==> config.mk <==
export PLATFORM = sky130hd
export DESIGN_NAME = spra_ram
export DESIGN_NICKNAME = d
export VERILOG_FILES = /design/src/rtl/spra_ram.sv
export SDC_FILE = /design/constraint.sdc
export NUM_CORES = 1
export LEC_CHECK = 0
export ABC_AREA = 0
export BUFFER_PORTS_ARGS = -buffer_cell sky130_fd_sc_hd__buf_2
export CAP_MARGIN = 10
export CORE_ASPECT_RATIO = 0.5
export CORE_MARGIN = 2
export CORE_UTILIZATION = 30
export DETAILED_ROUTE_END_ITERATION = 16
export SKIP_CTS_REPAIR_TIMING = 1
export SKIP_LAST_GASP = 1
export SLEW_MARGIN = 20
export SYNTH_ARGS = -nofsm -noshare
export SYNTH_HDL_FRONTEND = slang
export SYNTH_SLANG_ARGS = --single-unit
==> constraint.sdc <==
create_clock -name clk -period 7.5 [get_ports clk]
set_input_delay 0 -clock clk [delete_from_list [all_inputs] [get_ports clk]]
set_output_delay 0 -clock clk [all_outputs]
set_load 0.1 [all_outputs]
==> src/rtl/spra_ram.sv <==
`timescale 1ns / 1ps
module spra_ram #(
  parameter int WIDTH = 8,
  parameter int DEPTH = 128
) (
  input  logic                     clk,
  input  logic                     we,
  input  logic [$clog2(DEPTH)-1:0] waddr,
  input  logic [WIDTH-1:0]         wdata,
  input  logic [$clog2(DEPTH)-1:0] raddr,
  output logic [WIDTH-1:0]         rdata
);

  logic [WIDTH-1:0] mem [DEPTH];

  // Write one entry, read one entry registered
  always_ff @(posedge clk) begin
    if (we) begin
      mem[waddr] <= wdata;
    end
    rdata <= mem[raddr];
  end

endmodule

==> reports/summary.txt <==
Status: complete, no violations
End of the worst register-to-register path: rdata[4]
Longest Clk Path Bufs: 3
Synth Instances: 1635
Core area: 0.131 mm²
CP arrival: 3580 ps
Area grow syn2layout: 14.2%
DIE WIDTH: 518 µm
Reg clk slew, reported paths: 60 ps
Final worst slack: 4480 ps
CTS Buf Count: 101
Synth Register Bits: 1032
R2R cell count: 4
Mapped Area: 0.0397 mm²
Hold path cells: 4
Setup CP Type: in -> reg
Hold Path Class: in -> reg
Antenna Nets Post-Route: 0
GRT Residual Overflow: 0
Via density: 4.83
Hold Path Sink: mem[78][1]
Worst relative slew slack: 22.6%
Initial antenna violation count: 2
Total track usage: 12.9%
Post-DP Area: 0.0420 mm²
Max-slew violations: 0
Minimum clock period: 3020 ps
Clk_skew: 32.2 ps
CTS Root Cell: clkbuf_16
Clock Sinks: 1032
Fin crit share: 40.2%
Final Hold Viols: 0
Largest net degree at the start of global routing: 109
Post-synth net total: 1659
Worst hold slack: 9.39 ps
Critical path launch point type: input pin
Post-synthesis sequential area ratio: 77.9%
Global-route wire length before repair: 128000 µm
DRC Markers: 0
GPL Wtd Cong: 0.786
Slew @ Worst Pin: 1160 ps
CP Data Required Time: 8060 ps
Finished layout cell area: 0.0453 mm²
Post-synth top area share: 77.5%
Synth unique cells: 17
# setup viols final: 0
Reg2reg setup slack: 5110 ps
Die Y: 261 µm
CTS tree: yes
Vias in the first global route: 17.7k
Static Leak: 13.5 nW
Sum of negative setup slack: 0 ps
Nets: 1746
Pwr Density: 264 mW/mm²
# IOs: 32
Max VDD drop: 0.166 mV
Drt first pass iters: 6
Crit-path max FO: 74
Via count: 17.3k
H-tree levels: 3
Pre-CTS setup slack: 3740 ps
DRT iter0 DRCs: 1560
Max-cap violation count: 0
WL/cell: 24.7 µm
F_max: 0.331 GHz
Hold_sp: waddr[2]
Detailed Place HPWL: 52000 µm
DIE AREA: 0.135 mm²
Setup crit end kind: flip-flop
Cell accounting for the most synthesized area: edfxtp_1
Row count: 94
Reg2reg start: mem[5][4]
Synthesized area per cell: 24.3 µm²
Yosys warnings: 0
IO buf count: 31
Fraction of layout cells with a size suffix above 1: 31.1%
RSZ-0062 raised after global routing: false
Clk_lat worst skew: 670 ps
Synth area leaders: edfxtp_1 78%, mux4_2 19%, nor2_1 1.2%
Post-Route WL: 88600 µm
Initial Util: 30.2%
[final cells by class]
class,count,area [µm²]
fillers,12000,86100
repair buffers,73,573
flip-flops and latches,1032,30900
clock inverters,66,562
clock buffers,121,2650
diodes,2,5.00
well taps,1776,2220
multi-input cells,514,8390
[critical path, cell delays in order]
cell,delay [ps]
buf_8,570
buf_4,870
mux4_2,620
mux4_2,500
mux4_2,520
mux2_2,280
[synth_stat cells (all sizes together)]
library cell and n:
nor2b 7, mux4 336, clkbuf 44, or3 1, nand2b 2, dfxtp 8, nor2 122, nand2 14
mux2 8, nand4 3, nor3 9, buf 45, edfxtp 1024, nand3 12
[state kept, by name (all words and copies together) (netlist names)]
| signal | cells |
|---|---|
| mem | 1024 |
| rdata | 8 |
[layer usage]
metal | share of wire [%] | track usage, % | vias up
li1 | - | - | 7208
met1 | 43 | 17.8 | 9494
met2 | 50 | 21.8 | 501
met3 | 5.0 | 1.70 | 117
met4 | 1.9 | 3.14 | 0
met5 | 0 | 0 | -
[through the flow]
| stage | utilization (%) | power, mW | cells |
|---|---|---|---|
| after CTS | 34.4 | 12.1 | 3571 |
| after detailed placement | 31.9 | 7.14 | 3384 |
| after global placement | 31.9 | 7.14 | 3384 |
| after floorplan | - | 6.88 | 1635 |
| after global routing | 34.5 | 12.3 | 3583 |
| final | 34.5 | 12.0 | 3584 |
[worst max path at each step]
stage | startpoint | to | slack (ps)
6_report | raddr[0] | rdata[1] | 4480
5_1_grt | raddr[0] | rdata[1] | 4250
4_1_cts | raddr[0] | rdata[1] | 4440
3_5_place_dp | raddr[0] | rdata[3] | 3740
3_3_place_gp | raddr[0] | rdata[1] | 3710
2_1_floorplan | raddr[0] | rdata[0] | 5000
[cells by family after synthesis]
family	after synthesis	share of synthesized area (%)
multiplexers	344	19.3
flip-flops	1032	77.9
buffers and inverters	89	1.01
AND/OR/NAND/NOR	170	1.76
[cell usage in the layout, fill, tap and decap left out]
cell	synthesis	final
clkbuf_1	44	18
nand2_1	14	14
nand4_1	3	3
nor2_2	0	9
inv_16	0	1
nand3_1	12	12
nand2b_1	2	2
nor2b_1	7	7
mux4_2	336	336
buf_8	0	2
clkinvlp_4	0	3
nor3_2	0	2
buf_4	11	36
clkbuf_16	0	103
diode_2	0	2
dfxtp_1	8	8
edfxtp_1	1024	1024
clkinv_4	0	1
nor3_1	9	7
buf_2	15	20
or3_1	1	1
bufinv_16	0	9
buf_6	1	2
mux2_2	8	8
nor2_1	122	113
dlygate4sd3_1	0	11
clkinv_1	0	25
clkinv_2	0	24
inv_6	0	3
buf_12	0	2
[report_power, final]
group	leakage (nW)	switching (mW)	internal, mW	total (mW)
Clock	1.58	2.14	2.82	4.96
Sequential	9.27	0.0134	6.37	6.38
Combinational	2.64	0.396	0.234	0.630
Power figures use the tool's default switching activity.
