===== src/rtl/spra_pkg.sv =====
`timescale 1ns / 1ps
package spra_pkg;

  localparam int MAX_ELEMENTS = 128;
  localparam int MAX_SHARERS  = 256;
  localparam int PAGE_BITS    = 12;
  localparam int IDX_W        = 7;
  localparam int LEN_W        = 8;
  localparam int REF_W        = 9;
  localparam int ADDR_W       = 32;
  localparam int BASE_W       = ADDR_W - PAGE_BITS;
  localparam int PAGES_W      = ADDR_W + 2 - PAGE_BITS;

  typedef enum logic [2:0] {
    STAT_NEW        = 3'd0,
    STAT_SHARED     = 3'd1,
    STAT_NOROOM     = 3'd2,
    STAT_REL_SHARED = 3'd3,
    STAT_REL_FREED  = 3'd4,
    STAT_BAD        = 3'd5
  } status_t;

  typedef enum logic [3:0] {
    S_CLEAR,
    S_IDLE,
    S_SHARE_SCAN,
    S_FIT_SCAN,
    S_FIT_WR_REST,
    S_FIT_WR_BEST,
    S_REL_CHK,
    S_FWD_NEXT,
    S_FWD_CHK,
    S_BWD_NEXT,
    S_BWD_CHK,
    S_FINAL_WR,
    S_EMIT
  } state_t;

  // One slot descriptor as held in the slot memory
  typedef struct packed {
    logic              head;
    logic [LEN_W-1:0]  len;
    logic [REF_W-1:0]  refs;
    logic [BASE_W-1:0] base;
  } entry_t;

  // Decoded allocate request
  typedef struct packed {
    logic              zero;
    logic              too_big;
    logic [LEN_W-1:0]  need;
    logic [BASE_W-1:0] base;
  } req_t;

endpackage


===== src/rtl/spra_page.sv =====
`timescale 1ns / 1ps
module spra_page (
  input  logic [spra_pkg::ADDR_W-1:0] addr,
  input  logic [spra_pkg::ADDR_W-1:0] bytes,
  input  logic [spra_pkg::LEN_W-1:0]  total,
  output spra_pkg::req_t              req
);

  logic [spra_pkg::ADDR_W+1:0]  span;
  logic [spra_pkg::PAGES_W-1:0] pages;

  // Round the byte span out to whole pages
  always_comb begin
    span  = (spra_pkg::ADDR_W+2)'(addr[spra_pkg::PAGE_BITS-1:0])
          + (spra_pkg::ADDR_W+2)'(bytes)
          + (spra_pkg::ADDR_W+2)'((1 << spra_pkg::PAGE_BITS) - 1);
    pages = span[spra_pkg::ADDR_W+1:spra_pkg::PAGE_BITS];
    req.zero    = (bytes == '0);
    req.too_big = (pages > spra_pkg::PAGES_W'(total));
    req.need    = pages[spra_pkg::LEN_W-1:0];
    req.base    = addr[spra_pkg::ADDR_W-1:spra_pkg::PAGE_BITS];
  end

endmodule


===== config.mk =====
export PLATFORM = sky130hd
export DESIGN_NAME = spra_page
export DESIGN_NICKNAME = d
export VERILOG_FILES = /design/src/rtl/spra_pkg.sv /design/src/rtl/spra_page.sv
export SDC_FILE = /design/constraint.sdc
export NUM_CORES = 1
export LEC_CHECK = 0
export ABC_AREA = 1
export BUFFER_PORTS_ARGS = -buffer_cell sky130_fd_sc_hd__buf_4
export CAP_MARGIN = 20
export CORE_MARGIN = 4
export CORE_UTILIZATION = 54
export DETAILED_ROUTE_END_ITERATION = 7
export PLACE_DENSITY = 0.95
export SYNTH_ARGS = -nofsm -noshare
export SYNTH_HDL_FRONTEND = slang
export SYNTH_SLANG_ARGS = --single-unit
export TNS_END_PERCENT = 5

===== constraint.sdc =====
create_clock -name vclk -period 6.6
set_clock_uncertainty 0.15 [all_clocks]
set_input_delay 1.32 -clock vclk [all_inputs]
set_output_delay 1.32 -clock vclk [all_outputs]
set_load 0.005 [all_outputs]

==> metrics.md <==
| Metric | Value |
|---|---|
| Status | `finished, final reports clean` |
| DP Wirelength | `5138 um` |
| Post-synthesis sequential area ratio | `0%` |
| Post-CTS Repair Setup Buffers | `0` |
| First-pass GRT wire length | `9770 um` |
| Pre-CTS setup slack | `0.7864 ns` |
| Storage cell area | `0 um^2` |
| Worst-Margin Slew | `0.4318 ns` |
| WL final | `5730 um` |
| Port Buf Inserts | `62` |
| Buffer and inverter count on the worst path | `6` |
| Synthesized area per cell | `5.054 um^2` |
| Instance count of the mapped netlist | `429` |
| Worst EP required | `5.13 ns` |
| Tcrit/Tclk final | `88.91%` |
| Hold Path Class | `input port to primary output` |
| Drt wl/cell | `11.04 um` |
| DIE AREA | `0.005093 mm^2` |
| Routed via count | `2639` |
| Crit Path Max Fanout | `7` |
| RSZ-0062 raised after global routing | `no` |
| Vias in the first global route | `2382` |
| Synth Warn # | `0` |
| Met1 Track Usage GR | `29.52%` |
| PwrDens | `74.27 mW/mm^2` |
| Die H | `71.37 um` |
| Most common cell on crit path | `nand2_1` |
| Area Growth Syn to Fin | `17.31%` |
| Setup-failing EPs final | `0` |
| Met3 global-route usage | `1.964%` |
| IO Pins | `102` |
| Post-synth cell types | `26` |
| Hold Buf Count CTS | `0` |
| Post-Syn Area | `0.002168 mm^2` |
| Vias/cell | `5.085` |
| Cts repair resizes | `0` |
| Crit path max-delay cell type | `ha_1` |
| Gr busiest metal | `met2` |
| RePlAce Congestion | `0.9386` |
| First-pass detailed-route iteration total | `5` |
| Worst vdd ir | `52.99 uV` |
| Fmax | `170.4 MHz` |
| Remaining DRCs | `0` |
| DIE WIDTH | `71.37 um` |
| Starting density of the core | `57.50%` |
| GRT Total Usage | `22.38%` |
| Max_cap viols | `0` |
| Max incr delay on CP | `0.31 ns` |
| Post-layout min period | `5.868 ns` |
| Final TNS setup | `0 ns` |
| Crit path max-delay family | `simple AND/OR/NAND/NOR gates` |
| # clk buffers | `0` |
| Crit path launch type | `input port` |
| Final Hold Viols | `0` |
| Final max-slew violation count | `0` |
| Slew headroom | `71.00%` |
| Critical path class | `input port to primary output` |
| Largest net degree at the start of global routing | `8` |
| Lkg Pwr | `1.658 nW` |
| # diodes | `0` |
| Initial antenna violation count | `0` |
| FF+latch count | `0` |
| Setup ws final | `0.7321 ns` |
| WP data arrival | `4.40 ns` |
| Area of the core | `0.003771 mm^2` |
| Worst setup EP type | `primary output` |
| Row cnt | `22` |
| Nets | `575` |
| Syn Nets | `531` |
| Initial DRC count | `84` |
| GRT Residual Overflow | `0` |
| ANT nets after route | `0` |
| Share of post-route cells with drive strength above 1 | `18.68%` |
| Met2 usage | `39.49%` |
placed cells by master (no fill, tap or decap), types with 2 or more instances in the layout:
cell	n
nand2_1	127
inv_1	114
buf_4	62
nor2_1	50
ha_1	30
nand3_1	25
nand4_1	10
nor4_1	8
nand2_2	7
nor2_2	6
a21oi_1	6
nor3_1	5
inv_2	4
nand3_2	3
and2_1	2
nand3b_1	2
final timing paths:
check                 startpoint  endpoint  slack (ns)  depth (start not counted)
worst max-delay path    bytes[4]   req[28]        0.73                         29
worst min-delay path    addr[22]   req[10]        2.49                          0
Yosys cell counts (5+ instances only):
| master | instances | area, um^2 |
|---|---|---|
| ha_1 | 30 | 375.4 |
| inv_1 | 114 | 427.9 |
| buf_4 | 20 | 150.1 |
| nand3_1 | 25 | 125.1 |
| nor2_2 | 6 | 37.54 |
| nand2_2 | 7 | 43.79 |
| nor3_1 | 5 | 25.02 |
| nand4_1 | 10 | 62.56 |
| a21oi_1 | 6 | 30.03 |
| nand2_1 | 127 | 476.7 |
| nor2_1 | 50 | 187.7 |
| nor4_1 | 8 | 50.05 |
cell families (layout without fill, tap and decap cells):
logic type / Yosys count / in the layout / synth area share (%)
AO/OA/AOI/OAI: 10 / 10 / 2.828
XOR/XNOR: 1 / 1 / 0.4040
adder cells (fa/ha/maj): 30 / 30 / 17.31
buffers and inverters: 138 / 180 / 27.35
AND/OR/NAND/NOR: 250 / 250 / 52.11
cell type report:
type | count | area [um^2]
fillers | 352 | 1227
well taps | 48 | 60.06
inverters | 118 | 442.9
multi-input cells | 291 | 1575
repair buffers | 62 | 465.4
power breakdown:
part	total (W)	switching [W]	internal [W]
Clock	0	0	0
Combinational	0.000189	0.000110	0.0000788
Sequential	0	0	0
Total	0.000189	0.000110	0.0000788
routing by layer:
layer | vias up | routed length (um)
li1 | 1359 | -
met1 | 1155 | 2400
met2 | 111 | 2688
met3 | 14 | 553
met4 | 0 | 87
met5 | - | 0
per-stage QoR:
step           power (W)  util, %  hold WS [ns]  instance area (um^2)  std cells
5_1_grt        0.0002165    67.45         2.490                  2544        519
3_3_place_gp   0.0001805    67.45         2.490                  2544        519
4_1_cts        0.0001875    67.45         2.490                  2544        519
6_report       0.0001889    67.45         2.490                  2544        519
2_1_floorplan  0.0001273        -         2.571                  2168        429
3_5_place_dp   0.0001862    67.45         2.490                  2544        519
Power figures use the tool's default switching activity.
